[config.mk]
export PLATFORM = sky130hd
export DESIGN_NAME = row_signature_change_filter_flat
export DESIGN_NICKNAME = d
export VERILOG_FILES = /design/src/rscf_pkg.sv /design/src/rscf_in_if.sv /design/src/rscf_out_if.sv /design/src/rscf_cfg_if.sv /design/src/rscf_sum.sv /design/src/rscf_store.sv /design/src/row_signature_change_filter.sv /design/src/flat_wrapper.sv
export VERILOG_INCLUDE_DIRS = /design/src /design/src/src
export SDC_FILE = /design/constraint.sdc
export NUM_CORES = 1
export LEC_CHECK = 0
export ABC_CLOCK_PERIOD_IN_PS = 7500
export BUFFER_PORTS_ARGS = -buffer_cell sky130_fd_sc_hd__buf_2
export CAP_MARGIN = 20
export CORE_ASPECT_RATIO = 0.9
export CORE_MARGIN = 2
export CORE_UTILIZATION = 25
export CTS_CLUSTER_DIAMETER = 100
export DETAILED_ROUTE_END_ITERATION = 12
export PLACE_DENSITY_LB_ADDON = 0.3
export SLEW_MARGIN = 40
export SYNTH_ARGS = -nofsm -noshare
export SYNTH_HDL_FRONTEND = slang
export SYNTH_SLANG_ARGS = --single-unit
[constraint.sdc]
create_clock -name i_clk -period 7.5 [get_ports i_clk]
set_input_delay 1.5 -clock i_clk [delete_from_list [all_inputs] [get_ports i_clk]]
set_output_delay 1.5 -clock i_clk [all_outputs]
set_load 0.02 [all_outputs]
[src/assert_macros.svh]
// ---------------------------------------------------------------------------
// Assertion macros
// Short forms for clocked implication checks used by the RTL.
// ---------------------------------------------------------------------------
`ifndef ASSERT_MACROS_SVH
`define ASSERT_MACROS_SVH

// Same-cycle implication, disabled during reset.
`define ASSERT_IMPLIES(label, clk, rst_n, ante, cons, msg) \
    label: assert property (@(posedge clk) disable iff (!rst_n) (ante) |-> (cons)) \
        else $error(msg);

// Next-cycle implication, disabled during reset.
`define ASSERT_NEXT(label, clk, rst_n, ante, cons, msg) \
    label: assert property (@(posedge clk) disable iff (!rst_n) (ante) |=> (cons)) \
        else $error(msg);

`endif

[src/rscf_pkg.sv]
// ---------------------------------------------------------------------------
// rscf_pkg
// Shared constants, types and the folded byte add of the row signer.
// ---------------------------------------------------------------------------
`timescale 1ns / 1ps

package rscf_pkg;

    localparam int MAX_ROWS = 64;
    localparam int IDX_W    = $clog2(MAX_ROWS);
    localparam int ROW_W    = 8;
    localparam int BYTE_W   = 8;
    localparam int SIG_W    = 16;
    localparam int ROWS_W   = 7;

    localparam logic [BYTE_W-1:0] SUM_INIT = 8'hFF;

    typedef logic [IDX_W-1:0] t_idx;

    // Signed row leaving the accumulator toward the signature store.
    typedef struct packed {
        logic [ROW_W-1:0] row;
        logic [SIG_W-1:0] sig;
        logic             bad;
        t_idx             idx;
    } t_sig_item;

    // Decision leaving the store.
    typedef struct packed {
        logic [ROW_W-1:0] row;
        logic             changed;
        logic [SIG_W-1:0] sig;
        logic             bad;
    } t_result;

    // 8-bit add with end-around carry.
    function automatic logic [BYTE_W-1:0] fold_add(input logic [BYTE_W-1:0] x,
                                                   input logic [BYTE_W-1:0] y);
        logic [BYTE_W:0] t;
        t = {1'b0, x} + {1'b0, y};
        return t[BYTE_W-1:0] + {{(BYTE_W-1){1'b0}}, t[BYTE_W]};
    endfunction

endpackage

[src/rscf_in_if.sv]
// ---------------------------------------------------------------------------
// rscf_in_if
// Byte channel: one row byte with row number, last mark and given key.
// ---------------------------------------------------------------------------
`timescale 1ns / 1ps

interface rscf_in_if;
    logic        valid;
    logic        ready;
    logic [7:0]  row_number;
    logic [7:0]  data_byte;
    logic        last_byte;
    logic [15:0] given_key;

    modport source (output valid, row_number, data_byte, last_byte, given_key,
                    input ready);
    modport sink   (input valid, row_number, data_byte, last_byte, given_key,
                    output ready);
endinterface

[src/rscf_out_if.sv]
// ---------------------------------------------------------------------------
// rscf_out_if
// Decision channel: one per finished row.
// ---------------------------------------------------------------------------
`timescale 1ns / 1ps

interface rscf_out_if;
    logic        valid;
    logic        ready;
    logic [7:0]  out_row;
    logic        row_changed;
    logic [15:0] row_signature;
    logic        row_out_of_range;

    modport source (output valid, out_row, row_changed, row_signature, row_out_of_range,
                    input ready);
    modport sink   (input valid, out_row, row_changed, row_signature, row_out_of_range,
                    output ready);
endinterface

[src/rscf_cfg_if.sv]
// ---------------------------------------------------------------------------
// rscf_cfg_if
// Configuration write channel for the display row count.
// ---------------------------------------------------------------------------
`timescale 1ns / 1ps

interface rscf_cfg_if;
    logic       valid;
    logic       ready;
    logic [6:0] data;

    modport source (output valid, data, input ready);
    modport sink   (input valid, data, output ready);
endinterface

[src/rscf_sum.sv]
// ---------------------------------------------------------------------------
// rscf_sum
// Running Fletcher sums and the final signature and range check of a row.
// ---------------------------------------------------------------------------
`timescale 1ns / 1ps

module rscf_sum (
    input  logic                             i_clk,
    input  logic                             i_rst_n,
    input  logic                             i_accept,
    input  logic [rscf_pkg::ROW_W-1:0]       i_row_number,
    input  logic [rscf_pkg::BYTE_W-1:0]      i_data_byte,
    input  logic                             i_last_byte,
    input  logic [rscf_pkg::SIG_W-1:0]       i_given_key,
    input  logic [rscf_pkg::ROWS_W-1:0]      i_display_rows,
    output rscf_pkg::t_sig_item              o_item
);
    import rscf_pkg::*;

    logic [BYTE_W-1:0] r_lo, r_hi;
    logic [BYTE_W-1:0] n_lo, n_hi;
    logic [SIG_W-1:0]  sig_sel;

    always_comb begin
        n_lo    = fold_add(r_lo, i_data_byte);
        n_hi    = fold_add(r_hi, n_lo);
        sig_sel = (i_given_key != '0) ? i_given_key : {n_hi, n_lo};
        o_item.row = i_row_number;
        o_item.sig = (sig_sel == '0) ? SIG_W'(1) : sig_sel;
        o_item.bad = (i_row_number == '0)
                  || ({1'b0, i_row_number} > {2'b00, i_display_rows})
                  || ({1'b0, i_row_number} > (ROW_W+1)'(MAX_ROWS));
        o_item.idx = IDX_W'(i_row_number - ROW_W'(1));
    end

    // Reload both sums after the last byte of a row.
    always_ff @(posedge i_clk) begin
        if (!i_rst_n) begin
            r_lo <= SUM_INIT;
            r_hi <= SUM_INIT;
        end else if (i_accept) begin
            r_lo <= i_last_byte ? SUM_INIT : n_lo;
            r_hi <= i_last_byte ? SUM_INIT : n_hi;
        end
    end

endmodule

[src/rscf_store.sv]
// ---------------------------------------------------------------------------
// rscf_store
// Signature memory with compare, write-back, forwarding and output register.
// ---------------------------------------------------------------------------
`timescale 1ns / 1ps

module rscf_store (
    input  logic                 i_clk,
    input  logic                 i_rst_n,
    input  logic                 i_load,
    input  rscf_pkg::t_sig_item  i_item,
    input  logic                 i_out_ready,
    output logic                 o_in_ready,
    output logic                 o_valid,
    output rscf_pkg::t_result    o_result
);
    import rscf_pkg::*;

    logic [SIG_W-1:0]    r_mem [MAX_ROWS];
    logic [MAX_ROWS-1:0] r_vld;
    logic [SIG_W-1:0]    r_rd_data;
    logic                r_rd_vld;

    logic                r_s1_valid;
    t_sig_item           r_s1;
    logic                r_wr_valid;
    t_idx                r_wr_idx;
    logic [SIG_W-1:0]    r_wr_data;
    logic                r_o_valid;
    t_result             r_out;

    logic [SIG_W-1:0]    old_sig;
    logic                fwd_hit;
    logic                changed;
    logic                s1_adv;
    logic                wr_en;

    always_comb begin
        fwd_hit    = r_wr_valid && (r_wr_idx == r_s1.idx);
        old_sig    = fwd_hit ? r_wr_data : (r_rd_vld ? r_rd_data : '0);
        changed    = !r_s1.bad && (old_sig != r_s1.sig);
        s1_adv     = r_s1_valid && (!r_o_valid || i_out_ready);
        wr_en      = s1_adv && changed;
        o_in_ready = !r_s1_valid || s1_adv;
    end

    // Memory read port, registered.
    always_ff @(posedge i_clk) begin
        if (i_load) begin
            r_rd_data <= r_mem[i_item.idx];
            r_rd_vld  <= r_vld[i_item.idx];
            r_s1      <= i_item;
        end
    end

    // Memory write port and output register.
    always_ff @(posedge i_clk) begin
        if (wr_en) begin
            r_mem[r_s1.idx] <= r_s1.sig;
            r_wr_idx        <= r_s1.idx;
            r_wr_data       <= r_s1.sig;
        end
        if (s1_adv) begin
            r_out.row     <= r_s1.row;
            r_out.changed <= changed;
            r_out.sig     <= r_s1.sig;
            r_out.bad     <= r_s1.bad;
        end
    end

    always_ff @(posedge i_clk) begin
        if (!i_rst_n) begin
            r_vld      <= '0;
            r_s1_valid <= 1'b0;
            r_wr_valid <= 1'b0;
            r_o_valid  <= 1'b0;
        end else begin
            if (wr_en) begin
                r_vld[r_s1.idx] <= 1'b1;
                r_wr_valid      <= 1'b1;
            end
            if (i_load) begin
                r_s1_valid <= 1'b1;
            end else if (s1_adv) begin
                r_s1_valid <= 1'b0;
            end
            if (s1_adv) begin
                r_o_valid <= 1'b1;
            end else if (i_out_ready) begin
                r_o_valid <= 1'b0;
            end
        end
    end

    assign o_valid  = r_o_valid;
    assign o_result = r_out;

endmodule

[src/row_signature_change_filter.sv]
// ---------------------------------------------------------------------------
// row_signature_change_filter
// Signs display rows with a folded Fletcher-16 and reports changed rows.
// ---------------------------------------------------------------------------
// Throughput: one byte per cycle, sustained while the decision side takes items.
// Decision path: a last byte goes through the memory read register, then the
//   compare into the output register.
// Memory port: one read per last byte, one write per changed row, no conflicts.
// Reset: sums reload to 0xFF, every row reads as never painted, display_rows 24.
`timescale 1ns / 1ps

`include "assert_macros.svh"

module row_signature_change_filter (
    input  logic       i_clk,
    input  logic       i_rst_n,
    rscf_in_if.sink    i_row,
    rscf_cfg_if.sink   i_cfg,
    rscf_out_if.source o_dec
);
    import rscf_pkg::*;

    logic [ROWS_W-1:0] r_display_rows;
    logic              in_ready;
    logic              accept;
    logic              load;
    t_sig_item         sig_item;
    logic              dec_valid;
    t_result           dec;

    // An item is taken whenever the compare stage is free or moving on.
    assign accept      = i_row.valid && in_ready;
    // Only the last byte of a row touches the signature memory.
    assign load        = accept && i_row.last_byte;
    assign i_row.ready = in_ready;

    // Configuration: always ready; to be written only while idle, which the block does not enforce.
    assign i_cfg.ready = 1'b1;
    always_ff @(posedge i_clk) begin
        if (!i_rst_n) begin
            r_display_rows <= ROWS_W'(24);
        end else if (i_cfg.valid) begin
            r_display_rows <= i_cfg.data;
        end
    end

    // Fold each byte into the running sums; form the signature and range check on the last byte.
    rscf_sum u_sum (
        .i_clk          (i_clk),
        .i_rst_n        (i_rst_n),
        .i_accept       (accept),
        .i_row_number   (i_row.row_number),
        .i_data_byte    (i_row.data_byte),
        .i_last_byte    (i_row.last_byte),
        .i_given_key    (i_row.given_key),
        .i_display_rows (r_display_rows),
        .o_item         (sig_item)
    );

    // Read the stored signature, compare, write back on change, hold the decision.
    rscf_store u_store (
        .i_clk       (i_clk),
        .i_rst_n     (i_rst_n),
        .i_load      (load),
        .i_item      (sig_item),
        .i_out_ready (o_dec.ready),
        .o_in_ready  (in_ready),
        .o_valid     (dec_valid),
        .o_result    (dec)
    );

    assign o_dec.valid            = dec_valid;
    assign o_dec.out_row          = dec.row;
    assign o_dec.row_changed      = dec.changed;
    assign o_dec.row_signature    = dec.sig;
    assign o_dec.row_out_of_range = dec.bad;

    // A signature is never zero.
    `ASSERT_IMPLIES(a_sig_nonzero, i_clk, i_rst_n, dec_valid, dec.sig != '0, "zero signature")
    // Out-of-range rows never count as changed.
    `ASSERT_IMPLIES(a_bad_unchanged, i_clk, i_rst_n, dec_valid && dec.bad, !dec.changed,
        "out-of-range row reported as changed")
    // Input stalls only under output backpressure.
    `ASSERT_IMPLIES(a_stall_cause, i_clk, i_rst_n, !in_ready, dec_valid && !o_dec.ready,
        "input stalled without output backpressure")
    // A last byte accepted under output backpressure leaves a decision pending next cycle.
    `ASSERT_NEXT(a_load_yields, i_clk, i_rst_n, load && dec_valid && !o_dec.ready, dec_valid,
        "decision dropped under backpressure")

endmodule
[src/flat_wrapper.sv]
// flat-port wrapper written by rule: the top's interface ports become plain ports
module row_signature_change_filter_flat import rscf_pkg::*;
  (i_clk, i_rst_n, i_row_valid, i_row_row_number, i_row_data_byte, i_row_last_byte, i_row_given_key, i_row_ready, i_cfg_valid, i_cfg_data, i_cfg_ready, o_dec_valid, o_dec_out_row, o_dec_row_changed, o_dec_row_signature, o_dec_row_out_of_range, o_dec_ready);
  rscf_in_if i_row_i ();
  rscf_cfg_if i_cfg_i ();
  rscf_out_if o_dec_i ();
  input  logic i_clk;
  input  logic i_rst_n;
  input wire logic [$bits(i_row_i.valid)-1:0] i_row_valid;
  input wire logic [$bits(i_row_i.row_number)-1:0] i_row_row_number;
  input wire logic [$bits(i_row_i.data_byte)-1:0] i_row_data_byte;
  input wire logic [$bits(i_row_i.last_byte)-1:0] i_row_last_byte;
  input wire logic [$bits(i_row_i.given_key)-1:0] i_row_given_key;
  output wire logic [$bits(i_row_i.ready)-1:0] i_row_ready;
  input wire logic [$bits(i_cfg_i.valid)-1:0] i_cfg_valid;
  input wire logic [$bits(i_cfg_i.data)-1:0] i_cfg_data;
  output wire logic [$bits(i_cfg_i.ready)-1:0] i_cfg_ready;
  output wire logic [$bits(o_dec_i.valid)-1:0] o_dec_valid;
  output wire logic [$bits(o_dec_i.out_row)-1:0] o_dec_out_row;
  output wire logic [$bits(o_dec_i.row_changed)-1:0] o_dec_row_changed;
  output wire logic [$bits(o_dec_i.row_signature)-1:0] o_dec_row_signature;
  output wire logic [$bits(o_dec_i.row_out_of_range)-1:0] o_dec_row_out_of_range;
  input wire logic [$bits(o_dec_i.ready)-1:0] o_dec_ready;
  assign i_row_i.valid = i_row_valid;
  assign i_row_i.row_number = i_row_row_number;
  assign i_row_i.data_byte = i_row_data_byte;
  assign i_row_i.last_byte = i_row_last_byte;
  assign i_row_i.given_key = i_row_given_key;
  assign i_row_ready = i_row_i.ready;
  assign i_cfg_i.valid = i_cfg_valid;
  assign i_cfg_i.data = i_cfg_data;
  assign i_cfg_ready = i_cfg_i.ready;
  assign o_dec_valid = o_dec_i.valid;
  assign o_dec_out_row = o_dec_i.out_row;
  assign o_dec_row_changed = o_dec_i.row_changed;
  assign o_dec_row_signature = o_dec_i.row_signature;
  assign o_dec_row_out_of_range = o_dec_i.row_out_of_range;
  assign o_dec_i.ready = o_dec_ready;
  row_signature_change_filter u_core (.i_clk(i_clk), .i_rst_n(i_rst_n), .i_row(i_row_i), .i_cfg(i_cfg_i), .o_dec(o_dec_i));
endmodule
==> results.md <==
Flow run:
- The number of maximum-capacitance violations is 0.

Routing:
- The detail-routed via count per cell is 4.53.
- The detailed router finished its first iteration with 2513 violations.
- The detail-routed net length per standard cell is 23.6 um.
- In the routed design, unresolved DRC markers number 0.
- For this block, the via count after detailed routing is 23400.
- Wires add up to 122000 um.
- The pre-antenna-repair detailed-routing pass consisted of 5 iterations.
- The detail route stage leaves a number of antenna-violating nets equal to 0.

STA:
- For this run, the top clock speed supported by timing is 151 MHz.
- The minimum clock period after layout is 6620 ps.
- On the final layout, the worst clock skew is 26.6 ps.
- The count of pins over their slew limit is 0.
- The share of the clock period used by the worst path is 88.2%.
- The worst path meets setup with 882 ps of slack.
- The setup-violating endpoint count in the final report is 0.
- The final-layout worst hold slack is 421 ps.
- Setup repair after global routing left no endpoint under its margin.
- In this run the tightest slew margin relative to its limit is 43.3%.
- The transition time at the pin with the least slew margin is 849 ps.
- The hold violation total from the final report is 0.
- For the final routed database, the setup TNS stands at 0 ps.

Pwr:
- Across the VDD grid, the largest voltage drop is 0.183 mV.
- The power density over cell area is 264 mW/mm2.
- The cell leakage power is 17.4 nW.
- Of the total power, combinational logic draws 9.2%.
- The proportion of power drawn by flip-flops and latches is 50.4%.
- Per report_power, the clock group accounts for 40.4% of the total.
- The internal power of the cells totals 11.3 mW.
- Net switching is 23.0% of the power.
- The net switching power is 3.40 mW.

Clock network:
- TritonCTS built the clock tree.
- Clock tree synthesis found a total of 1210 sinks.
- The H-tree depth is 3.
- After clock tree synthesis, the repair step resized 0 gates.
- In this run the post-CTS setup repair buffer count came out at 0.
- The CTS clock-pin slew for the worst setup and hold paths is 60 ps.
- The hold buffer count at cts is 0.
- In this run, CTS created clock tree buffers numbering 119.
- The cell at the root of the clock tree is sky130_fd_sc_hd__clkbuf_16.
- The later-pin clock latency in the skew report is 740 ps.
- The deepest clock path buffer count is 3.

Die:
- The initialized floorplan defines 151 standard-cell rows.
- The count of boundary I/O pins is 74.
- The floorplan step set the die height to 417 um.
- The floorplan step set the die width to 463 um.
- The die outline area is 0.193 mm2.
- The area of the placeable core is 0.189 mm2.
- Once the floorplan was initialized, standard cells occupied 25.2% of the core.

Worst setup path:
- The critical path's largest stage delay is 520 ps.
- The setup slack of the most critical reg-to-reg path is 1430 ps.
- The worst setup path is captured at a register.
- The number of buffer and inverter instances along the worst setup path is 1.
- The arrival time of the worst setup path is 7160 ps.
- The largest individual stage delay along the critical path comes from the cell sky130_fd_sc_hd__or4_1.
- The endpoint identified for the worst register-to-register timing path is u_core.u_store.r_s1[7].
- Counting stages on the worst path, the most repeated cell is sky130_fd_sc_hd__ha_1.
- The depth of the most critical reg-to-reg path is 25.
- The highest net fanout along the worst path is 4.
- The critical path in this run is classified as input pin to register.
- Grouping stages by cell kind, the critical path spends the most delay in compound AO/OA/AOI/OAI gates.
- The worst register-to-register path begins at u_core.u_sum.r_lo[0].
- The endpoint required time on the critical path is 8040 ps.
- The startpoint kind of the worst setup timing path is an input pin.

Finish:
- The footprint of the multi-input gates is 0.0117 mm2.
- The number of nets in the finished design is 2624.
- Compared with the post-synthesis result, the final layout area differs by 17.4%.
- The sequential cells in the finished layout cover a total of 0.0354 mm2.
- The post-route netlist has 29.3% of its cells at a drive strength greater than 1.
- The number of filler instances in the final layout is 18500.

GRT:
- The number of global-route vias before repair is 24200.
- The global-route wire length before repair is 178000 um.
- For this run, the total global-route usage over all layers was measured as 12.6%.
- The final global-route overflow total is 0.
- The maximum number of pins on one net before global-route repair is 87.
- The number of antenna violations at the first check in global routing is 6.

Worst hold path:
- For hold timing, the worst endpoint is u_core.u_store.o_result[25].
- In this run the most critical hold path is launched from u_core.u_store.r_s1[30].
- The worst min-delay path category is register to register.
- The worst hold path was traced through 0 stages.

Yosys:
- Sequential elements use 74.6% of the synthesized area.
- The async set or reset register ratio after synthesis is 0%.
- The cell count after synthesis came out at 2349.
- Averaged over all synthesized cells, the footprint is 20.2 um2.
- The synthesized netlist net count is 2427.
- For this run, the number of Yosys warnings is 0.
- The prevailing post-synth register cell is sky130_fd_sc_hd__edfxtp_1.
- After synthesis the netlist holds a flip-flop and latch count of 1210.
- The number of synthesized flops with an enable pin is 1120.
- Summing every instance area after synthesis gives 0.0475 mm2.
- The number of different library cells used by synthesis comes to 64.

Place:
- The placement-stage worst setup slack is 220 ps.
- At the end of routability-driven placement, the weighted congestion stood at 0.793.
- Port buffering added 72 buffers.
- The HPWL after detailed placement is 70300 um.

Outcome:
- The run finished with clean final reports.
## cells in the final DEF (no fill, tap or decap), drive strengths merged, types with 13 or more instances in the layout
cell type / netlist / layout
bufinv: 0 / 13
a21oi: 18 / 18
xor2: 20 / 20
nand3: 19 / 19
clkbuf: 65 / 150
and3: 29 / 29
buf: 52 / 193
mux4: 340 / 340
a31oi: 18 / 18
edfxtp: 1120 / 1120
nand2: 200 / 200
xnor2: 25 / 25
o21ai: 75 / 75
o21bai: 13 / 13
nor2: 89 / 89
inv: 27 / 32
dfxtp: 90 / 90
clkinv: 1 / 54
ha: 31 / 31
o211ai: 14 / 14
## cells by family after synthesis
family                   synth area share [%]
flip-flops                               74.6
AND/OR/NAND/NOR                          3.72
multiplexers                             16.2
AO/OA/AOI/OAI                            2.31
buffers and inverters                    1.28
XOR/XNOR                                0.927
adder cells (fa/ha/maj)                 0.901
other                                 0.00790
## power groups by stage
stage	logic (mW)	clock network (mW)	registers, mW
2_1_floorplan	0.847	0	7.59
3_3_place_gp	1.36	0	7.57
3_5_place_dp	1.36	0	7.57
4_1_cts	1.37	6.09	7.43
5_1_grt	1.47	6.36	7.43
6_report	1.36	5.95	7.43
## registers in the layout, summed over array words and instances, names as in the netlist
signal,count
u_core.u_store.r_rd_data,16
u_core.u_store.r_wr_data,16
u_core.u_store.o_result,26
u_core.u_store.r_mem,1024
u_core.u_store.r_vld,64
u_core.u_store.r_s1_valid,1
u_core.u_store.r_s1,31
u_core.u_sum.r_lo,8
u_core.r_display_rows,7
u_core.u_store.r_wr_valid,1
u_core.u_store.r_wr_idx,6
u_core.u_store.o_valid,1
u_core.u_store.r_rd_vld,1
u_core.u_sum.r_hi,8
## final cells by class
| cell class | instances | area share [%] |
|---|---|---|
| Multi-Input combinational cell | 994 | 21.0 |
| Antenna cell | 2 | 0.00897 |
| Inverter | 28 | 0.188 |
| Tap cell | 2524 | 5.66 |
| Timing Repair Buffer | 193 | 2.74 |
| Clock inverter | 75 | 1.32 |
| Clock buffer | 150 | 5.57 |
| Sequential cell | 1210 | 63.5 |
## metal layers
layer  track usage (%)  vias to the layer above  part of all wire (%)
met4              3.03                        0                   2.0
met2              19.8                      630                    47
met3              2.01                      155                   5.2
met5                 0                        -                     0
li1                  -                    10000                     -
met1              18.1                    12600                    46
## worst reg2reg max path, stage by stage, from the launching register on
cell and delay, ps:
sky130_fd_sc_hd__dfxtp_1 320, sky130_fd_sc_hd__ha_1 210, sky130_fd_sc_hd__fa_1 410, sky130_fd_sc_hd__a211oi_1 310
sky130_fd_sc_hd__o21bai_1 130, sky130_fd_sc_hd__a21oi_1 210, sky130_fd_sc_hd__nor2b_1 60, sky130_fd_sc_hd__o21ai_0 140
sky130_fd_sc_hd__nand2b_1 90, sky130_fd_sc_hd__ha_1 200, sky130_fd_sc_hd__ha_1 210, sky130_fd_sc_hd__xor2_1 350
sky130_fd_sc_hd__ha_1 350, sky130_fd_sc_hd__a21o_1 200, sky130_fd_sc_hd__a21oi_1 240, sky130_fd_sc_hd__nor2_1 70
sky130_fd_sc_hd__a211oi_1 340, sky130_fd_sc_hd__nor2b_1 80, sky130_fd_sc_hd__o21ai_0 160, sky130_fd_sc_hd__nand2b_1 120
sky130_fd_sc_hd__ha_1 330, sky130_fd_sc_hd__nor3_1 150, sky130_fd_sc_hd__and3_1 180, sky130_fd_sc_hd__nand4b_1 110
sky130_fd_sc_hd__or4_1 520, sky130_fd_sc_hd__o41ai_1 380
## cells in the mapped netlist (all sizes together) (6+ instances only)
cell / n / share of area (%)
xnor2: 25 / 0.46
clkbuf: 65 / 0.51
o211ai: 14 / 0.22
nand3: 19 / 0.22
nor3: 8 / 0.095
nor2b: 10 / 0.13
a21oi: 18 / 0.19
nand4: 6 / 0.092
o22ai: 6 / 0.079
inv: 27 / 0.21
a31oi: 18 / 0.27
o21bai: 13 / 0.21
nand2: 200 / 1.6
mux4: 340 / 16
nor4: 7 / 0.092
ha: 31 / 0.82
buf: 52 / 0.54
a21o: 8 / 0.13
mux2i: 6 / 0.13
dfxtp: 90 / 3.8
and3: 29 / 0.38
nor2: 89 / 0.70
xor2: 20 / 0.37
o21ai: 75 / 0.79
edfxtp: 1120 / 71
## stage by stage
step / instance area, um2 / power [mW] / std cells / utilization (%)
finish: 55800 / 14.7 / 5176 / 29.6
global route: 55800 / 15.3 / 5174 / 29.6
CTS: 55700 / 14.9 / 5169 / 29.5
detailed placement: 51800 / 8.93 / 4944 / 27.5
global placement: 51700 / 8.93 / 4938 / 27.4
floorplan: 47500 / 8.44 / 2349 / -
## worst max path at each step
stage | to | startpoint | cells after the start | slack, ps
after floorplan | u_core.u_store.r_s1[7] | i_row_data_byte[0] | 25 | 960
after global placement | u_core.u_store.r_s1[7] | i_row_data_byte[0] | 26 | 140
after detailed placement | u_core.u_store.r_s1[7] | i_row_data_byte[0] | 26 | 220
after CTS | u_core.u_store.r_s1[7] | i_row_data_byte[0] | 26 | 990
after global routing | u_core.u_store.r_s1[7] | i_row_data_byte[0] | 26 | 490
final | u_core.u_store.r_s1[7] | i_row_data_byte[0] | 26 | 880
Note: power is estimated with default switching activity, not from simulation.
